## src/dsfe_pkg.sv

```systemverilog
// shared types, constants and helper functions of the drive/steer frame encoder
package dsfe_pkg;

   // sizing defaults
   localparam int AGE_BITS_DEFAULT    = 16;
   localparam int QUEUE_DEPTH_DEFAULT = 2;

   // configuration port
   localparam int CFG_W       = 16;
   localparam int CSR_INDEX_W = 8;
   localparam logic [CSR_INDEX_W-1:0] REG_RX_TIMEOUT    = 8'd0;
   localparam logic [CSR_INDEX_W-1:0] REG_RESEND_PERIOD = 8'd1;
   localparam logic [CFG_W-1:0] RX_TIMEOUT_RESET    = 16'd200;
   localparam logic [CFG_W-1:0] RESEND_PERIOD_RESET = 16'd100;

   // command mapping
   localparam int CMD_W = 8;
   localparam logic [CMD_W-1:0] NEUTRAL_CMD = 8'd127;
   localparam int unsigned NEUTRAL_DIV = 127;
   localparam int CODE_W     = 12;
   localparam int DELTA_W    = 9;
   localparam int MUL_W      = 16;
   localparam int HALF_SHIFT = 7;
   localparam int TBL_IDX_W  = 7;
   localparam int TBL_DEPTH  = 128;

   localparam logic [CODE_W-1:0] THR_MID = 12'h3B3;
   localparam logic [CODE_W-1:0] THR_MAX = 12'h440;
   localparam logic [CODE_W-1:0] THR_MIN = 12'h36D;
   localparam logic [CODE_W-1:0] STR_MID = 12'h381;
   localparam logic [CODE_W-1:0] STR_MIN = 12'h253;
   localparam logic [CODE_W-1:0] STR_MAX = 12'h505;

   // slopes: the side below neutral divides by 127, the side above by 128 (a shift)
   localparam int unsigned THR_UP_K = int'(THR_MAX) - int'(THR_MID);
   localparam int unsigned STR_DN_K = int'(STR_MID) - int'(STR_MIN);
   localparam logic [MUL_W-1:0] THR_DN_MUL = MUL_W'(int'(THR_MID) - int'(THR_MIN));
   localparam logic [MUL_W-1:0] STR_UP_MUL = MUL_W'(int'(STR_MAX) - int'(STR_MID));

   typedef logic [DELTA_W-1:0] div_tbl_type [TBL_DEPTH];

   // offset table n*k/127 for n in 0..127, built at elaboration
   function automatic div_tbl_type build_div_tbl(input int unsigned k);
      div_tbl_type t;
      for (int i = 0; i < TBL_DEPTH; i++) begin
         t[i] = DELTA_W'((i * k) / NEUTRAL_DIV);
      end
      return t;
   endfunction

   localparam div_tbl_type THR_UP_TBL = build_div_tbl(THR_UP_K);
   localparam div_tbl_type STR_DN_TBL = build_div_tbl(STR_DN_K);

   // one frame waiting to be serialized
   typedef struct packed {
      logic [CODE_W-1:0] thr_code;
      logic [CODE_W-1:0] str_code;
      logic              timed_out;
   } frame_type;

   // frame byte positions
   localparam int BYTE_IDX_W = 4;
   localparam logic [BYTE_IDX_W-1:0] BYTE_SOF     = 4'd0;
   localparam logic [BYTE_IDX_W-1:0] BYTE_STX     = 4'd1;
   localparam logic [BYTE_IDX_W-1:0] BYTE_THR_HI  = 4'd2;
   localparam logic [BYTE_IDX_W-1:0] BYTE_THR_MID = 4'd3;
   localparam logic [BYTE_IDX_W-1:0] BYTE_THR_LO  = 4'd4;
   localparam logic [BYTE_IDX_W-1:0] BYTE_STR_HI  = 4'd5;
   localparam logic [BYTE_IDX_W-1:0] BYTE_STR_MID = 4'd6;
   localparam logic [BYTE_IDX_W-1:0] BYTE_STR_LO  = 4'd7;
   localparam logic [BYTE_IDX_W-1:0] BYTE_ID_HI   = 4'd8;
   localparam logic [BYTE_IDX_W-1:0] BYTE_ID_LO   = 4'd9;
   localparam logic [BYTE_IDX_W-1:0] BYTE_ETX     = 4'd10;

   // fixed frame characters
   localparam logic [7:0] CHAR_SOF   = 8'h00;
   localparam logic [7:0] CHAR_STX   = 8'h02;
   localparam logic [7:0] CHAR_ETX   = 8'h03;
   localparam logic [7:0] CHAR_ID_HI = 8'h30;
   localparam logic [7:0] CHAR_ID_LO = 8'h31;

   // uppercase ascii hex digit
   function automatic logic [7:0] hex_char(input logic [3:0] nib);
      if (nib < 4'd10) begin
         return 8'h30 + {4'b0, nib};
      end
      return 8'h37 + {4'b0, nib};
   endfunction

endpackage

```

## src/dsfe_front.sv

```systemverilog
// front end: takes items, keeps the age counters and maps commands to frame codes
module dsfe_front #(
   parameter int AGE_BITS = dsfe_pkg::AGE_BITS_DEFAULT
) (
   input  logic                             clock,
   input  logic                             reset,
   input  logic                             req_tvalid,
   output logic                             req_tready,
   input  logic [15:0]                      req_tdata,  // drive_value [7:0], steer_value [15:8]
   input  logic                             req_tuser,  // cmd [0]
   input  logic                             csr_valid,
   output logic                             csr_ready,
   input  logic [dsfe_pkg::CSR_INDEX_W-1:0] csr_index,
   input  logic [dsfe_pkg::CFG_W-1:0]       csr_data,
   output logic                             push_valid,
   input  logic                             push_ready,
   output dsfe_pkg::frame_type              push_frame
);

   localparam int CMP_W = (AGE_BITS > dsfe_pkg::CFG_W) ? AGE_BITS : dsfe_pkg::CFG_W;

   typedef struct packed {
      logic                        thr_lo;
      logic                        str_lo;
      logic [dsfe_pkg::CMD_W-1:0]  thr_n;
      logic [dsfe_pkg::CMD_W-1:0]  str_n;
      logic                        timed_out;
   } cls_type;

   typedef struct packed {
      logic                         thr_lo;
      logic                         str_lo;
      logic [dsfe_pkg::DELTA_W-1:0] thr_d;
      logic [dsfe_pkg::DELTA_W-1:0] str_d;
      logic                         timed_out;
   } dlt_type;

   logic [dsfe_pkg::CFG_W-1:0] rx_timeout_ff, rx_timeout_in;
   logic [dsfe_pkg::CFG_W-1:0] resend_period_ff, resend_period_in;
   logic [AGE_BITS-1:0] cmd_age_ff, cmd_age_in, cmd_age_inc;
   logic [AGE_BITS-1:0] ntr_age_ff, ntr_age_in, ntr_age_inc;
   logic s1_valid_ff, s1_valid_in, s2_valid_ff, s2_valid_in;
   cls_type s1_ff, s1_in;
   dlt_type s2_ff, s2_in;
   logic s1_ready, s2_ready, accept, frame_go, cmd_due, ntr_due, sel_to;
   logic [dsfe_pkg::CMD_W-1:0] sel_drive, sel_steer;
   logic [dsfe_pkg::MUL_W-1:0] thr_prod, str_prod;

   // pipeline flow
   assign s2_ready   = !s2_valid_ff || push_ready;
   assign s1_ready   = !s1_valid_ff || s2_ready;
   assign req_tready = s1_ready;
   assign accept     = req_tvalid && s1_ready;
   assign csr_ready  = 1'b1;

   // configuration writes
   always_comb begin
      rx_timeout_in    = rx_timeout_ff;
      resend_period_in = resend_period_ff;
      if (csr_valid) begin
         unique case (csr_index)
            dsfe_pkg::REG_RX_TIMEOUT:    rx_timeout_in    = csr_data;
            dsfe_pkg::REG_RESEND_PERIOD: resend_period_in = csr_data;
            default: ;
         endcase
      end
   end

   // saturating ages and due checks
   assign cmd_age_inc = (cmd_age_ff == '1) ? cmd_age_ff : cmd_age_ff + 1'b1;
   assign ntr_age_inc = (ntr_age_ff == '1) ? ntr_age_ff : ntr_age_ff + 1'b1;
   assign cmd_due     = CMP_W'(cmd_age_inc) >= CMP_W'(rx_timeout_ff);
   assign ntr_due     = CMP_W'(ntr_age_inc) >= CMP_W'(resend_period_ff);

   // classify the accepted item: command frame, neutral frame or silent tick
   always_comb begin
      cmd_age_in = cmd_age_ff;
      ntr_age_in = ntr_age_ff;
      frame_go   = 1'b0;
      sel_drive  = req_tdata[7:0];
      sel_steer  = req_tdata[15:8];
      sel_to     = 1'b0;
      if (accept) begin
         if (!req_tuser) begin
            cmd_age_in = '0;
            frame_go   = 1'b1;
         end else begin
            cmd_age_in = cmd_age_inc;
            ntr_age_in = ntr_age_inc;
            if (cmd_due && ntr_due) begin
               ntr_age_in = '0;
               frame_go   = 1'b1;
               sel_drive  = dsfe_pkg::NEUTRAL_CMD;
               sel_steer  = dsfe_pkg::NEUTRAL_CMD;
               sel_to     = 1'b1;
            end
         end
      end
   end

   // stage 1: side of neutral and distance from it
   always_comb begin
      s1_valid_in = s1_valid_ff;
      s1_in       = s1_ff;
      if (s1_ready) begin
         s1_valid_in     = frame_go;
         s1_in.thr_lo    = sel_drive < dsfe_pkg::NEUTRAL_CMD;
         s1_in.str_lo    = sel_steer < dsfe_pkg::NEUTRAL_CMD;
         s1_in.thr_n     = s1_in.thr_lo ? dsfe_pkg::NEUTRAL_CMD - sel_drive
                                        : sel_drive - dsfe_pkg::NEUTRAL_CMD;
         s1_in.str_n     = s1_in.str_lo ? dsfe_pkg::NEUTRAL_CMD - sel_steer
                                        : sel_steer - dsfe_pkg::NEUTRAL_CMD;
         s1_in.timed_out = sel_to;
      end
   end

   // stage 2: code offsets, table below neutral, multiply and shift above
   assign thr_prod = dsfe_pkg::MUL_W'(s1_ff.thr_n) * dsfe_pkg::THR_DN_MUL;
   assign str_prod = dsfe_pkg::MUL_W'(s1_ff.str_n) * dsfe_pkg::STR_UP_MUL;

   always_comb begin
      s2_valid_in = s2_valid_ff;
      s2_in       = s2_ff;
      if (s2_ready) begin
         s2_valid_in     = s1_valid_ff;
         s2_in.thr_lo    = s1_ff.thr_lo;
         s2_in.str_lo    = s1_ff.str_lo;
         s2_in.thr_d     = s1_ff.thr_lo
                           ? dsfe_pkg::THR_UP_TBL[s1_ff.thr_n[dsfe_pkg::TBL_IDX_W-1:0]]
                           : thr_prod[dsfe_pkg::HALF_SHIFT +: dsfe_pkg::DELTA_W];
         s2_in.str_d     = s1_ff.str_lo
                           ? dsfe_pkg::STR_DN_TBL[s1_ff.str_n[dsfe_pkg::TBL_IDX_W-1:0]]
                           : str_prod[dsfe_pkg::HALF_SHIFT +: dsfe_pkg::DELTA_W];
         s2_in.timed_out = s1_ff.timed_out;
      end
   end

   // final codes into the queue
   assign push_valid           = s2_valid_ff;
   assign push_frame.thr_code  = s2_ff.thr_lo
                                 ? dsfe_pkg::THR_MID + dsfe_pkg::CODE_W'(s2_ff.thr_d)
                                 : dsfe_pkg::THR_MID - dsfe_pkg::CODE_W'(s2_ff.thr_d);
   assign push_frame.str_code  = s2_ff.str_lo
                                 ? dsfe_pkg::STR_MID - dsfe_pkg::CODE_W'(s2_ff.str_d)
                                 : dsfe_pkg::STR_MID + dsfe_pkg::CODE_W'(s2_ff.str_d);
   assign push_frame.timed_out = s2_ff.timed_out;

   // control registers
   always_ff @(posedge clock) begin
      if (reset) begin
         rx_timeout_ff    <= dsfe_pkg::RX_TIMEOUT_RESET;
         resend_period_ff <= dsfe_pkg::RESEND_PERIOD_RESET;
         cmd_age_ff       <= '0;
         ntr_age_ff       <= '0;
         s1_valid_ff      <= 1'b0;
         s2_valid_ff      <= 1'b0;
      end else begin
         rx_timeout_ff    <= rx_timeout_in;
         resend_period_ff <= resend_period_in;
         cmd_age_ff       <= cmd_age_in;
         ntr_age_ff       <= ntr_age_in;
         s1_valid_ff      <= s1_valid_in;
         s2_valid_ff      <= s2_valid_in;
      end
   end

   // stage payload
   always_ff @(posedge clock) begin
      s1_ff <= s1_in;
      s2_ff <= s2_in;
   end

endmodule

```

## src/dsfe_queue.sv

```systemverilog
// small frame queue between the front end and the byte serializer
module dsfe_queue #(
   parameter int DEPTH = dsfe_pkg::QUEUE_DEPTH_DEFAULT
) (
   input  logic                clock,
   input  logic                reset,
   input  logic                push_valid,
   output logic                push_ready,
   input  dsfe_pkg::frame_type push_frame,
   output logic                pop_valid,
   input  logic                pop_ready,
   output dsfe_pkg::frame_type pop_frame
);

   localparam int PTR_W = (DEPTH > 1) ? $clog2(DEPTH) : 1;
   localparam int CNT_W = $clog2(DEPTH + 1);

   dsfe_pkg::frame_type mem_ff [DEPTH];
   logic [PTR_W-1:0] wr_ptr_ff, wr_ptr_in, rd_ptr_ff, rd_ptr_in;
   logic [CNT_W-1:0] count_ff, count_in;
   logic push, pop;

   assign push_ready = count_ff != CNT_W'(DEPTH);
   assign pop_valid  = count_ff != '0;
   assign push       = push_valid && push_ready;
   assign pop        = pop_valid && pop_ready;
   assign pop_frame  = mem_ff[rd_ptr_ff];

   // pointer and fill count update
   always_comb begin
      wr_ptr_in = wr_ptr_ff;
      rd_ptr_in = rd_ptr_ff;
      if (push) begin
         wr_ptr_in = (wr_ptr_ff == PTR_W'(DEPTH - 1)) ? '0 : wr_ptr_ff + 1'b1;
      end
      if (pop) begin
         rd_ptr_in = (rd_ptr_ff == PTR_W'(DEPTH - 1)) ? '0 : rd_ptr_ff + 1'b1;
      end
      unique case ({push, pop})
         2'b10:   count_in = count_ff + 1'b1;
         2'b01:   count_in = count_ff - 1'b1;
         default: count_in = count_ff;
      endcase
   end

   always_ff @(posedge clock) begin
      if (reset) begin
         wr_ptr_ff <= '0;
         rd_ptr_ff <= '0;
         count_ff  <= '0;
      end else begin
         wr_ptr_ff <= wr_ptr_in;
         rd_ptr_ff <= rd_ptr_in;
         count_ff  <= count_in;
      end
   end

   // entry storage
   always_ff @(posedge clock) begin
      if (push) begin
         mem_ff[wr_ptr_ff] <= push_frame;
      end
   end

endmodule

```

## src/dsfe_back.sv

```systemverilog
// back end: turns queued frames into bytes, one per cycle while rsp_tready allows, through an output register
module dsfe_back (
   input  logic                clock,
   input  logic                reset,
   input  logic                pop_valid,
   output logic                pop_ready,
   input  dsfe_pkg::frame_type pop_frame,
   output logic                rsp_tvalid,
   input  logic                rsp_tready,
   output logic [7:0]          rsp_tdata,  // frame_byte [7:0]
   output logic                rsp_tlast,  // last_byte
   output logic                rsp_tuser   // timed_out [0]
);

   logic [dsfe_pkg::BYTE_IDX_W-1:0] idx_ff, idx_in;
   logic       rsp_valid_ff, rsp_valid_in;
   logic [7:0] rsp_data_ff, rsp_data_in, cur_byte;
   logic       rsp_last_ff, rsp_last_in, rsp_user_ff, rsp_user_in;
   logic       out_free, load, at_end;

   assign out_free  = !rsp_valid_ff || rsp_tready;
   assign load      = pop_valid && out_free;
   assign at_end    = idx_ff == dsfe_pkg::BYTE_ETX;
   assign pop_ready = load && at_end;

   // byte at the current position of the head frame
   always_comb begin
      unique case (idx_ff)
         dsfe_pkg::BYTE_SOF:     cur_byte = dsfe_pkg::CHAR_SOF;
         dsfe_pkg::BYTE_STX:     cur_byte = dsfe_pkg::CHAR_STX;
         dsfe_pkg::BYTE_THR_HI:  cur_byte = dsfe_pkg::hex_char(pop_frame.thr_code[11:8]);
         dsfe_pkg::BYTE_THR_MID: cur_byte = dsfe_pkg::hex_char(pop_frame.thr_code[7:4]);
         dsfe_pkg::BYTE_THR_LO:  cur_byte = dsfe_pkg::hex_char(pop_frame.thr_code[3:0]);
         dsfe_pkg::BYTE_STR_HI:  cur_byte = dsfe_pkg::hex_char(pop_frame.str_code[11:8]);
         dsfe_pkg::BYTE_STR_MID: cur_byte = dsfe_pkg::hex_char(pop_frame.str_code[7:4]);
         dsfe_pkg::BYTE_STR_LO:  cur_byte = dsfe_pkg::hex_char(pop_frame.str_code[3:0]);
         dsfe_pkg::BYTE_ID_HI:   cur_byte = dsfe_pkg::CHAR_ID_HI;
         dsfe_pkg::BYTE_ID_LO:   cur_byte = dsfe_pkg::CHAR_ID_LO;
         dsfe_pkg::BYTE_ETX:     cur_byte = dsfe_pkg::CHAR_ETX;
         default:                cur_byte = dsfe_pkg::CHAR_SOF;
      endcase
   end

   // output register and byte position
   always_comb begin
      idx_in       = idx_ff;
      rsp_valid_in = rsp_valid_ff;
      rsp_data_in  = rsp_data_ff;
      rsp_last_in  = rsp_last_ff;
      rsp_user_in  = rsp_user_ff;
      if (out_free) begin
         rsp_valid_in = pop_valid;
      end
      if (load) begin
         idx_in      = at_end ? dsfe_pkg::BYTE_SOF : idx_ff + 1'b1;
         rsp_data_in = cur_byte;
         rsp_last_in = at_end;
         rsp_user_in = pop_frame.timed_out;
      end
   end

   always_ff @(posedge clock) begin
      if (reset) begin
         idx_ff       <= dsfe_pkg::BYTE_SOF;
         rsp_valid_ff <= 1'b0;
      end else begin
         idx_ff       <= idx_in;
         rsp_valid_ff <= rsp_valid_in;
      end
   end

   always_ff @(posedge clock) begin
      rsp_data_ff <= rsp_data_in;
      rsp_last_ff <= rsp_last_in;
      rsp_user_ff <= rsp_user_in;
   end

   assign rsp_tvalid = rsp_valid_ff;
   assign rsp_tdata  = rsp_data_ff;
   assign rsp_tlast  = rsp_last_ff;
   assign rsp_tuser  = rsp_user_ff;

endmodule

```

## src/drive_steer_frame_encoder_failsafe.sv

```systemverilog
// top level of the drive/steer frame encoder with failsafe neutral resend
//
// req channel: one item per handshake, either a drive/steer command (tuser 0) or a
// one millisecond tick (tuser 1). A command always yields an 11-byte frame; a tick
// yields a neutral frame only once timed out and the resend period has elapsed,
// otherwise it only advances the age counters.
// rsp channel: one frame byte per item, tlast on the closing 0x03, tuser is the
// timed-out flag of that frame.
// csr channel: index 0 is the command timeout, index 1 the resend period, both in
// ticks; writes are always ready and other indexes are ignored.
// An accepted item passes the two front stages and a queue write, then its first byte
// is loaded into the output register.
// The serializer sends one byte per cycle while rsp_tready is high; ticks that produce
// nothing are taken one per cycle unless the front stages are stalled.
// The frame queue lets the front keep taking items while bytes are stalled; once
// the queue and front stages are full, req_tready drops until bytes drain.
// Reset: synchronous; registers return to 200 and 100, ages to zero, queue empty.
module drive_steer_frame_encoder_failsafe #(
   parameter int AGE_BITS    = dsfe_pkg::AGE_BITS_DEFAULT,
   parameter int QUEUE_DEPTH = dsfe_pkg::QUEUE_DEPTH_DEFAULT
) (
   input  logic                             clock,
   input  logic                             reset,
   input  logic                             req_tvalid,
   output logic                             req_tready,
   input  logic [15:0]                      req_tdata,  // drive_value [7:0], steer_value [15:8]
   input  logic                             req_tuser,  // cmd [0]
   output logic                             rsp_tvalid,
   input  logic                             rsp_tready,
   output logic [7:0]                       rsp_tdata,  // frame_byte [7:0]
   output logic                             rsp_tlast,  // last_byte
   output logic                             rsp_tuser,  // timed_out [0]
   input  logic                             csr_valid,
   output logic                             csr_ready,
   input  logic [dsfe_pkg::CSR_INDEX_W-1:0] csr_index,
   input  logic [dsfe_pkg::CFG_W-1:0]       csr_data
);

   logic                push_valid, push_ready, pop_valid, pop_ready;
   dsfe_pkg::frame_type push_frame, pop_frame;

   // command classification and code mapping
   dsfe_front #(
      .AGE_BITS (AGE_BITS)
   ) u_front (
      .clock      (clock),
      .reset      (reset),
      .req_tvalid (req_tvalid),
      .req_tready (req_tready),
      .req_tdata  (req_tdata),
      .req_tuser  (req_tuser),
      .csr_valid  (csr_valid),
      .csr_ready  (csr_ready),
      .csr_index  (csr_index),
      .csr_data   (csr_data),
      .push_valid (push_valid),
      .push_ready (push_ready),
      .push_frame (push_frame)
   );

   // frames waiting for the serializer
   dsfe_queue #(
      .DEPTH (QUEUE_DEPTH)
   ) u_queue (
      .clock      (clock),
      .reset      (reset),
      .push_valid (push_valid),
      .push_ready (push_ready),
      .push_frame (push_frame),
      .pop_valid  (pop_valid),
      .pop_ready  (pop_ready),
      .pop_frame  (pop_frame)
   );

   // byte serializer
   dsfe_back u_back (
      .clock      (clock),
      .reset      (reset),
      .pop_valid  (pop_valid),
      .pop_ready  (pop_ready),
      .pop_frame  (pop_frame),
      .rsp_tvalid (rsp_tvalid),
      .rsp_tready (rsp_tready),
      .rsp_tdata  (rsp_tdata),
      .rsp_tlast  (rsp_tlast),
      .rsp_tuser  (rsp_tuser)
   );

endmodule

```

## config.mk

```make
export PLATFORM = sky130hd
export DESIGN_NAME = drive_steer_frame_encoder_failsafe
export DESIGN_NICKNAME = d
export VERILOG_FILES = /design/src/dsfe_pkg.sv /design/src/dsfe_front.sv /design/src/dsfe_queue.sv /design/src/dsfe_back.sv /design/src/drive_steer_frame_encoder_failsafe.sv
export SDC_FILE = /design/constraint.sdc
export NUM_CORES = 1
export LEC_CHECK = 0
export ABC_AREA = 1
export BUFFER_PORTS_ARGS = -buffer_cell sky130_fd_sc_hd__buf_4
export CAP_MARGIN = 20
export CORE_ASPECT_RATIO = 0.75
export CORE_MARGIN = 4
export CORE_UTILIZATION = 40
export CTS_BUF_LIST = sky130_fd_sc_hd__clkbuf_16
export DETAILED_ROUTE_END_ITERATION = 7
export PLACE_DENSITY = 0.55
export SLEW_MARGIN = 40
export SYNTH_ARGS = -nofsm -noshare
export SYNTH_HDL_FRONTEND = slang
export SYNTH_SLANG_ARGS = --single-unit
export TNS_END_PERCENT = 30
```

## constraint.sdc

```tcl
create_clock -name clock -period 3.7 [get_ports clock]
set_input_delay 0.185 -clock clock [delete_from_list [all_inputs] [get_ports clock]]
set_output_delay 0.185 -clock clock [all_outputs]
set_load 0.1 [all_outputs]
```

After elaboration in Yosys (flattened, before gate mapping)
Memory sizes are Yosys's and may differ from the RTL's. A register that Yosys moved wholly into a read port is not among the register bits.
Index checks and enable logic that the tools add are counted.
- register bits after elaboration: 125
- memory bits (read-only): 2304
- output and inout port bits: 13
- word-level logic and storage cells: 161
- memories kept: 3
- RAM bits: 50
- memory list (name ; words ; bits a word ; read ports ; clocked after memory_dff ; write ports ; line ; RTL):
    (no name shown) ; 128 ; 9 ; 1 ; 0 ; 0 ; dsfe_front.sv:129 ; ? dsfe_pkg::THR_UP_TBL[s1_ff.thr_n[dsfe_pkg::TBL_IDX_W-1:0]]
    (no name shown) ; 128 ; 9 ; 1 ; 0 ; 0 ; dsfe_front.sv:132 ; ? dsfe_pkg::STR_DN_TBL[s1_ff.str_n[dsfe_pkg::TBL_IDX_W-1:0]]
    u_queue.mem_ff ; 2 ; 25 ; 1 ; 1 ; 1 ; dsfe_queue.sv:18 ; dsfe_pkg::frame_type mem_ff [DEPTH];
- equality and inequality tests: 16
- $lt $le $gt $ge: 12
- bitwise gates (word level): 2
- muxes and demuxes: 56
- multipliers: 2
- $add $sub $neg: 27
- reduce and logical (&&, ||, !) cells: 18
- operators with widths (cell ; count):
    2-to-1 mux 8 bit ; 21
    adder 6 x 4 -> 7 bit, first input constant ; 12
    case mux 8 bit (10 select lines) ; 1
    2-to-1 mux 16 bit ; 4
    2-to-1 mux 9 bit ; 5
    adder 16 x 1 -> 16 bit, second input constant ; 2
    == test 16 bit, second input constant ; 2
    greater-or-equal comparator 16 bit ; 2
    < comparator 4 bit, second input constant ; 6
    2-to-1 mux 12 bit ; 2
    adder 10 x 9 -> 11 bit, first input constant ; 2
    subtractor 10 x 9 -> 11 bit, first input constant ; 2
    2-to-1 mux 1 bit ; 21
    == test 4 x 3 -> 1 bit, second input constant ; 4
    greater-or-equal comparator 8 bit, second input constant ; 2
    < comparator 8 x 7 -> 1 bit, second input constant ; 2
    NOT 7 -> 8 bit ; 2
    subtractor 7 x 8 -> 8 bit, first input constant ; 2
    subtractor 8 x 7 -> 8 bit, second input constant ; 2
    multiplier 8 x 6 -> 14 bit, second input constant ; 1
    multiplier 8 x 7 -> 14 bit, second input constant ; 1
    == test 4 bit, second input constant ; 3
    == test 4 x 2 -> 1 bit, second input constant ; 2
    == test 8 x 1 -> 1 bit, second input constant ; 1
    other kinds (16) ; 29

Logic depth before layout (Yosys ltp)
Gate-level depths: netlist of the first run.
- depth after elaboration: 9
- gate-level depth with buffers: 28

By module
From an unflattened synthesis of the first run, not the netlist that was laid out.
- cell total of the unflattened synthesis: 1770
- area total of the unflattened synthesis: 13137.6 um^2
- by module, submodules not included (module ; times used ; cells an instance ; seq. area each (um^2) ; area each (um^2)):
    dsfe_front ; 1 ; 1384 ; 2492.4 ; 9480.3
    dsfe_queue ; 1 ; 116 ; 1601.5 ; 2153.3
    dsfe_back ; 1 ; 270 ; 370.4 ; 1503.9

Least setup slack after synthesis of the first run
Ideal clock, no wire load.
- path kind: reg2reg
- start point: register u_front.s1_ff[3] in the netlist's numbering
- end point: register u_front.s2_ff[9] in the netlist's numbering (data pin)
- setup slack: 0.285 ns
- period minus slack after synthesis: 3.415 ns
- library setup time: 0.254 ns
- arrival: 3.161 ns
- cell stages (with the launch flop): 18
- cells stage by stage: edfxtp_1 -> clkbuf_2 -> inv_1 -> buf_2 -> ha_1 -> ha_1 -> ha_1 -> ha_1 -> nand2_1 -> nand2_1 -> a31oi_1 -> o21bai_1 -> nand2_1 -> nand2_1 -> a21o_1 -> or2_2 -> nand3_1 -> nand2_1
- word-level cells in the longest chain between the ends: 5
- elaborated cells between the ends (all ways): 6
- those cells by class: mul: 1; mux: 3; bitwise: 1; memory: 1
- RTL lines (element ; line ; RTL):
    start: declaration ; dsfe_front.sv:43 ; cls_type s1_ff, s1_in;
    start signal: assignment ; dsfe_front.sv:169 ; s1_ff <= s1_in;
    parallel branches: the longest is 4 deep, another holds multiplier 8 x 7 -> 14 bit ; -- ;
    2-to-1 mux 9 bit * ; dsfe_front.sv:132 ;
    end signal: assignment ; dsfe_front.sv:170 ; s2_ff <= s2_in;
    end: declaration ; dsfe_front.sv:44 ; dlt_type s2_ff, s2_in;
Every way passes the cells marked *. The select of a mux whose other input is x is not followed.
A chain may end at the register's enable or synchronous reset.

Final worst setup path of the first run
- start point: register u_front.ntr_age_ff[1]
- end point: register u_front.s1_ff[16] in the netlist's numbering (data pin)
- word-level cells in the longest chain between the ends: 9
- elaborated cells between the ends (all ways): 12
- those cells by class: add/sub: 3; order compare: 2; eq/ne: 1; mux: 5; reduce/logical: 1
- RTL lines (element ; line ; RTL):
    start: declaration ; dsfe_front.sv:41 ; logic [AGE_BITS-1:0] ntr_age_ff, ntr_age_in, ntr_age_inc;
    start signal: assignment ; dsfe_front.sv:161 ; ntr_age_ff <= ntr_age_in;
    adder 16 x 1 -> 16 bit / == test 16 bit (equally long branches) ; dsfe_front.sv:71 ; assign ntr_age_inc = (ntr_age_ff == '1) ? ntr_age_ff : ntr_age_ff + 1'b1;
    2-to-1 mux 16 bit * ; dsfe_front.sv:71 ;
    greater-or-equal comparator 16 bit * ; dsfe_front.sv:73 ; assign ntr_due = CMP_W'(ntr_age_inc) >= CMP_W'(resend_period_ff);
    logical AND 1 bit * ; dsfe_front.sv:90 ; if (cmd_due && ntr_due) begin
    2-to-1 mux 8 bit * ; dsfe_front.sv:90 ;
    2-to-1 mux 8 bit * ; dsfe_front.sv:84 ; if (!req_tuser) begin
    2-to-1 mux 8 bit * ; dsfe_front.sv:83 ; if (accept) begin
    subtractor 8 x 7 -> 8 bit, or another cell as far along ; dsfe_front.sv:110 ; : sel_drive - dsfe_pkg::NEUTRAL_CMD;
    2-to-1 mux 8 bit * ; dsfe_front.sv:109 ; s1_in.thr_n = s1_in.thr_lo ? dsfe_pkg::NEUTRAL_CMD - sel_drive
Mark *: on every way between the ends. The rest lies on a longest branch, timed or not.

==> impl_metrics.yaml, run 1 <==
run_status:
  status: "complete, no violations"
timing:
  layout_min_cycle_time_ns: 3.62
  timing.final.setup_violations: 0
  timing_max_transition_violations_final: 0
  grt_setup_unrepaired: "true"
  hold_violations: 0
  tns_ns: 0
  hold_ws_ns: 0.0321
  timing_worst_slew_pin_value_ns: 0.752
  fmax_mhz: 276
  skew_ns: 0.0197
  final.period_utilization: 0.980
  maxSlewHeadroom: 0.498
  postLayoutSetupSlackWorst_ns: 0.0750
worst_hold_path:
  hold-path-endpoint: "u_front.rx_timeout_ff[4]$_SDFFE_PP0P_"
  worst_hold_startpoint: "csr_data[4]"
  min_path_cells: 3
  worst_hold_class: "in2reg"
detailed_routing:
  number_of_remaining_drc_errors: 0
  wl_um: 31200
  viasPerCell: 5.20
  drtAntennaViolNets: 0
  detail_route.wl_per_cell_um: 14.5
  route.vias.total: 11200
  drtIter0Drc: 787
  drt-pass1-iter-count: 6
floorplan:
  initial_utilization: 0.410
  die_area_um2: 34200
  chipHeight_um: 161
  floorplan.die.width_um: 212
  io-pin-count: 59
  core.rowCount: 55
  core_area_um2: 30500
logic_synthesis:
  ys_async_sr_fraction: 0
  most_frequently_used_flop_master_after_synthesis: "edfxtp_1"
  post_synth_num_cell_types: 64
  synth_warnings: 0
  synth.ff_latch_count: 170
  post_synth.cell_area_avg_um2: 7.47
  synth_area_um2: 12500
  number_of_cells_produced_by_synthesis: 1674
  synth-edff-count: 94
  synth-seq-area-share: 0.348
  post_synth_net_total: 1846
power_and_ir_drop:
  max_ir_drop_vdd_mv: 0.348
  pwrdens_nw_per_um2: 372
  power_mw: 5.39
  cellLeakagePower_nw: 6.54
setup_path:
  cp_data_required_time_ns: 3.88
  timing.critical_path.slowest_stage_cell: "dfxtp_2"
  path_buf_inv: 3
  reg2reg_from: "u_front.ntr_age_ff[1]$_SDFFE_PP0P_"
  reg2reg_to: "u_front.s1_ff[16]$_DFFE_PN_"
  critPathMaxFanout: 8
  setup.reg_to_reg.worst_slack_ns: 0.08
  critPathTopFamily: "simple AND/OR/NAND/NOR gates"
  crit_path_end_kind: "flop"
  cp.arrival_ns: 3.80
  critPathLaunchType: "flop"
  r2r.worst_path.cells: 25
  cp_max_stage_delay_ns: 0.37
  cp_common_cell: "nand2_1"
  criticalPathCategory: "reg2reg"
layout:
  antenna_cells: 0
  final-instance-count-excl-fill: 2158
  fin_util: 0.475
  final_cell_area_um2: 14500
  finish.net_count: 1918
  share_of_layout_cells_above_drive_strength_1: 0.129
  synthToLayoutAreaGrowth_pct: 15.8
clock_network:
  clock_tree.htree_level_count: 4
  clock_latency_late_sink_ns: 0.44
  cts.path.max_buffers: 2
  numCtsBuffers: 17
  clk_pin_slew_worst_paths_ns: 0.08
  clock_tree.root_cell: "clkbuf_16"
  cts_sinks: 170
  tritoncts: "done"
global_route:
  first_global_vias: 10300
  global_route.overflow_total: 0
  pin_count_of_the_biggest_net_entering_global_routing: 39
  grt_antenna_before_repair: 0
  grt_pass1_wl_um: 50900
  grt.total_usage: 0.178
placed_design:
  post_dp_cell_area_um2: 13500
  gpl_congestion: 0.937
  pre_cts_slack_ns: -0.00655
  post-place-cells: 2113
  io_buffers: 56
  place.detailed.hpwl_um: 23000
job:
  maxcap_violations: 0
cells in the final DEF (no fill, tap or decap), types with 4 or more instances in the layout:
master	instances
xnor2_1	8
edfxtp_1	94
nand4_1	16
dfxtp_2	4
nor2_4	4
clkinv_1	4
ha_1	119
clkbuf_16	17
nand2_2	14
inv_1	221
o21ai_1	7
nor2_1	108
nand3_1	63
nand2_4	11
inv_8	5
o2111ai_1	4
dlygate4sd3_1	4
o22ai_1	8
a221oi_1	4
buf_4	99
xor2_1	33
nand3_2	7
nand2_1	387
mux2i_1	12
dfxtp_1	72
o211ai_1	22
o21a_1	6
a21oi_1	143
o31ai_1	4
a211oi_1	4
o21ai_0	116
a31oi_1	12
or2_2	12
o311ai_0	6
fa_1	4
nor2_2	11
o21bai_1	6
nor3_1	20
inv_2	9
routing by layer:
metal  share of wire  track usage
met1            0.52        0.276
met5               0            0
met2            0.42        0.258
met3           0.053       0.0307
met4          0.0081       0.0380
state kept, by name, summed over array words and instances, names as in the netlist, 2 cells and up, named ones only:
register / count
u_back.idx_ff: 4
u_back.rsp_tdata: 7
u_front.cmd_age_ff: 16
u_front.ntr_age_ff: 16
u_front.resend_period_ff: 16
u_front.rx_timeout_ff: 16
u_front.s1_ff: 19
u_front.s2_ff: 19
u_queue.count_ff: 2
u_queue.mem_ff: 46
synth_stat cells (5+ instances only):
master / number / area [µm²]
nand2_1: 402 / 1510
inv_1: 227 / 852
a21oi_1: 143 / 716
ha_1: 122 / 1530
nor2_1: 121 / 454
o21ai_0: 118 / 591
edfxtp_1: 94 / 2820
dfxtp_1: 76 / 1520
nand3_1: 70 / 350
clkbuf_1: 36 / 135
xor2_1: 34 / 298
o211ai_1: 22 / 165
nor3_1: 20 / 100
nand4_1: 16 / 100
a31oi_1: 12 / 75.1
mux2i_1: 12 / 120
or2_2: 12 / 75.1
nand2_2: 8 / 50.1
o22ai_1: 8 / 50.1
xnor2_1: 8 / 70.1
buf_2: 7 / 35.0
o21a_1: 6 / 45.0
o21ai_1: 6 / 30.0
o21bai_1: 6 / 45.0
o311ai_0: 6 / 52.6
buf_4: 5 / 37.5
o31ai_1: 5 / 37.5
worst max-delay path by stage:
| stage | startpoint | end | slack, ns | cells past startpoint |
|---|---|---|---|---|
| 6_report | u_front.ntr_age_ff[1]$_SDFFE_PP0P_ | u_front.s1_ff[16]$_DFFE_PN_ | 0.08 | 25 |
| 5_1_grt | u_front.ntr_age_ff[1]$_SDFFE_PP0P_ | u_front.s1_ff[6]$_DFFE_PN_ | -0.16 | 26 |
| 4_1_cts | u_front.ntr_age_ff[1]$_SDFFE_PP0P_ | u_front.s1_ff[14]$_DFFE_PN_ | 0.04 | 27 |
| 3_5_place_dp | u_front.ntr_age_ff[1]$_SDFFE_PP0P_ | u_front.s1_ff[6]$_DFFE_PN_ | -0.007 | 25 |
| 3_3_place_gp | u_front.ntr_age_ff[1]$_SDFFE_PP0P_ | u_front.s1_ff[17]$_DFFE_PN_ | 0.15 | 24 |
| 2_1_floorplan | u_front.s1_ff[3]$_DFFE_PN_ | u_front.s2_ff[9]$_DFFE_PP_ | 0.29 | 17 |
area by class of cell:
type | instances | area (µm²)
timing repair buffer | 107 | 832
fill | 2971 | 16000
inverter | 234 | 881
tap | 399 | 499
clock buffer | 17 | 425
sequential | 170 | 4350
multi-input combinational | 1216 | 7310
clock inverter | 15 | 175
kinds of logic after synthesis:
kind of cell | Yosys count | share of synthesized area
xor gates and xnor gates | 42 | 0.0294
AOI/OAI and AO/OA | 367 | 0.170
buffers and inverters | 288 | 0.0897
and+or+nand+nor | 667 | 0.225
other | 2 | 0.000601
adders and majority gates | 126 | 0.129
DFF | 170 | 0.348
muxes | 12 | 0.00961
repair_timing:
item                                    4_1_cts  5_1_grt
endpoints found under the setup margin        7       16
setup buffers                                 1        9
cloned                                        0        0
resized for setup                             1       79
endpoints found under the hold margin         4        0
hold buffers                                  4        0
pin swaps                                     1       29
report_power, final:
group / total (mW) / internal, mW / switching, mW
clock network: 1.83 / 0.968 / 0.859
logic: 1.33 / 0.490 / 0.842
registers: 2.23 / 2.14 / 0.0837
total: 5.39 / 3.60 / 1.78
worst register-to-register path, stage by stage (launching register included):
cell,delay (ns)
dfxtp_2,0.37
ha_4,0.15
nand2_4,0.06
nor3_4,0.20
nand2_2,0.11
nor2_4,0.15
nand2_4,0.07
nor3_4,0.23
nor2_2,0.08
xor2_2,0.19
ha_1,0.33
nand2_1,0.06
inv_1,0.05
nand2_1,0.05
nand2_1,0.06
nand2_1,0.05
nand2_1,0.06
nand2_1,0.06
nand2_2,0.11
nand3_4,0.23
buf_8,0.23
buf_6,0.13
nand2_1,0.09
nand2_1,0.07
nor2_2,0.10
o21ai_1,0.08
Power figures use the tool's default switching activity.
==> inputs of run 2 (changes only) <==
==> constraint.sdc (replaced) <==
create_clock -name clock -period 3.59 [get_ports clock]
set_input_delay 0.1795 -clock clock [delete_from_list [all_inputs] [get_ports clock]]
set_output_delay 0.1795 -clock clock [all_outputs]
set_load 0.1 [all_outputs]
==> impl_metrics.yaml, run 2 (synthesized netlist as in run 1, its figures left out) <==
floorplan:
  die_area_um2: 34200
  floorplan.die.width_um: 212
  core.rowCount: 55
  initial_utilization: 0.410
  io-pin-count: 59
  chipHeight_um: 161
  core_area_um2: 30500
timing:
  layout_min_cycle_time_ns: 3.39
  final.period_utilization: 0.945
  maxSlewHeadroom: 0.481
  grt_setup_unrepaired: "true"
  timing_worst_slew_pin_value_ns: 0.778
  hold_ws_ns: 0.0271
  timing_max_transition_violations_final: 0
  timing.final.setup_violations: 0
  fmax_mhz: 295
  hold_violations: 0
  skew_ns: 0.0137
setup_path:
  critPathLaunchType: "flop"
  timing.critical_path.slowest_stage_cell: "dfxtp_2"
  critPathTopFamily: "simple AND/OR/NAND/NOR gates"
  cp.arrival_ns: 3.58
  cp_max_stage_delay_ns: 0.36
  cp_data_required_time_ns: 3.78
  path_buf_inv: 2
  criticalPathCategory: "reg2reg"
  crit_path_end_kind: "flop"
  cp_common_cell: "nand2_1"
  critPathMaxFanout: 6
power_and_ir_drop:
  internal_power_mw: 3.77
  max_ir_drop_vdd_mv: 0.260
  p_switching_mw: 1.79
  p_seq_frac: 0.413
  power_frac_clock: 0.341
  pwrdens_nw_per_um2: 381
  cellLeakagePower_nw: 6.57
  netSwitchingFraction: 0.322
  power.combinational.fraction: 0.245
layout:
  synthToLayoutAreaGrowth_pct: 16.9
  reg.largest.list: "u_queue.mem_ff: 46 flops, u_front.s1_ff: 19 flops, u_front.s2_ff: 19 flops"
  antenna_cells: 0
  layout.cells.most_common_list: "nand2_1, inv_1, a21oi_1"
  share_of_layout_cells_above_drive_strength_1: 0.140
  largest_register_ffs: 46
  max_flop_register: "u_queue.mem_ff"
  finish.net_count: 1933
  final-instance-count-excl-fill: 2173
  fin_util: 0.479
  layout.cells.most_common: "nand2_1"
detailed_routing:
  viasPerCell: 5.08
  route.vias.total: 11000
  detail_route.wl_per_cell_um: 14.4
  number_of_remaining_drc_errors: 0
  drt-pass1-iter-count: 5
  wl_um: 31200
  drtAntennaViolNets: 0
  drtIter0Drc: 763
clock_network:
  clk_pin_slew_worst_paths_ns: 0.08
  clock_latency_late_sink_ns: 0.43
  cts_sinks: 170
  clock_tree.htree_level_count: 4
  numCtsBuffers: 17
  clock_tree.root_cell: "clkbuf_16"
  tritoncts: "done"
  cts.path.max_buffers: 2
placed_design:
  gpl_congestion: 0.916
  post-place-cells: 2122
  io_buffers: 56
  place.detailed.hpwl_um: 23100
global_route:
  grt_antenna_before_repair: 0
  grt_pass1_wl_um: 51500
  grt.total_usage: 0.181
  pin_count_of_the_biggest_net_entering_global_routing: 39
  global_route.overflow_total: 0
  first_global_vias: 10200
run_status:
  status: "complete, no violations"
job:
  maxcap_violations: 0
worst_hold_path:
  worst_hold_class: "in2reg"
-- run 2: cell count changes in the layout (fill, tap and decap cells not counted), sizes merged --
cell      delta
buf         +14
clkinv       -1
inv          -1
bufinv       +1
nand3        +1
clkinvlp     +1
-- run 2: metal layers --
layer / vias up / track usage / share of wire
li1: 5783 / - / -
met1: 4983 / 0.282 / 0.53
met2: 255 / 0.261 / 0.41
met3: 19 / 0.0330 / 0.051
met4: 0 / 0.0362 / 0.0080
met5: - / 0 / 0
-- run 2: worst reg2reg max path, stage by stage, from the launching register on --
cell	delay, ns
dfxtp_2	0.36
ha_4	0.13
nand2_1	0.08
nor3_2	0.16
nand2_1	0.11
nor2_2	0.13
nand2_2	0.10
nor3_4	0.14
nor2_2	0.08
xor2_2	0.15
ha_1	0.28
nand2_1	0.04
inv_1	0.05
nand2_2	0.06
nor2_1	0.09
nor2_1	0.06
nand2_1	0.08
nand2_2	0.06
nand2_4	0.12
nand3_4	0.16
nand2_1	0.19
ha_4	0.19
nand3_2	0.11
nand2_1	0.09
nand2_1	0.05
nand2_1	0.05
inv_1	0.03
-- run 2: repair_timing --
action / 4_1_cts / 5_1_grt
setup buffers: 5 / 10
endpoints found under the setup margin: 12 / 32
gates resized for setup: 17 / 58
hold buffers: 4 / 0
endpoints found under the hold margin: 4 / 0
pin swaps: 6 / 31
gates cloned: 1 / 0
-- run 2: cell type report --
class,count,area [µm²]
clock buffer,17,425
multi-input combinational,1217,7340
tap,399,499
inverter,234,878
sequential,170,4350
timing repair buffer,121,938
fill,2970,15900
clock inverter,15,180
-- run 2: path summary, 6_finish.rpt --
| kind | from | to | depth (start not counted) | slack [ns] |
|---|---|---|---|---|
| hold / removal | csr_data[0] | u_front.resend_period_ff[0]$_SDFFE_PP0P_ | 3 | 0.03 |
| setup / recovery | u_front.ntr_age_ff[1]$_SDFFE_PP0P_ | u_front.s1_ff[7]$_DFFE_PN_ | 26 | 0.20 |
| setup reg to reg | u_front.ntr_age_ff[1]$_SDFFE_PP0P_ | u_front.s1_ff[7]$_DFFE_PN_ | 26 | 0.20 |
| hold reg to reg | u_front.s1_ff[0]$_SDFFCE_PN0N_ | u_front.push_frame[0]$_DFFE_PP_ | 0 | 0.43 |
-- run 2: power by group through the flow --
stage / Combinational (mW) / Sequential (mW) / Clock, mW
2_1_floorplan: 0.949 / 2.34 / 0
3_3_place_gp: 1.32 / 2.34 / 0
3_5_place_dp: 1.33 / 2.34 / 0
4_1_cts: 1.34 / 2.30 / 1.95
5_1_grt: 1.58 / 2.31 / 2.03
6_report: 1.36 / 2.30 / 1.90
-- run 2: per-stage QoR --
step	total power [mW]	setup slack, ns	cell area (µm²)	TNS, ns
global route	5.92	-0.0768	14600	-0.473
floorplan	3.29	0.175	12500	0
detailed placement	3.67	-0.120	13500	-0.655
global placement	3.66	0.0513	13500	0
finish	5.56	0.199	14600	0
CTS	5.59	-0.00170	14300	-0.00289
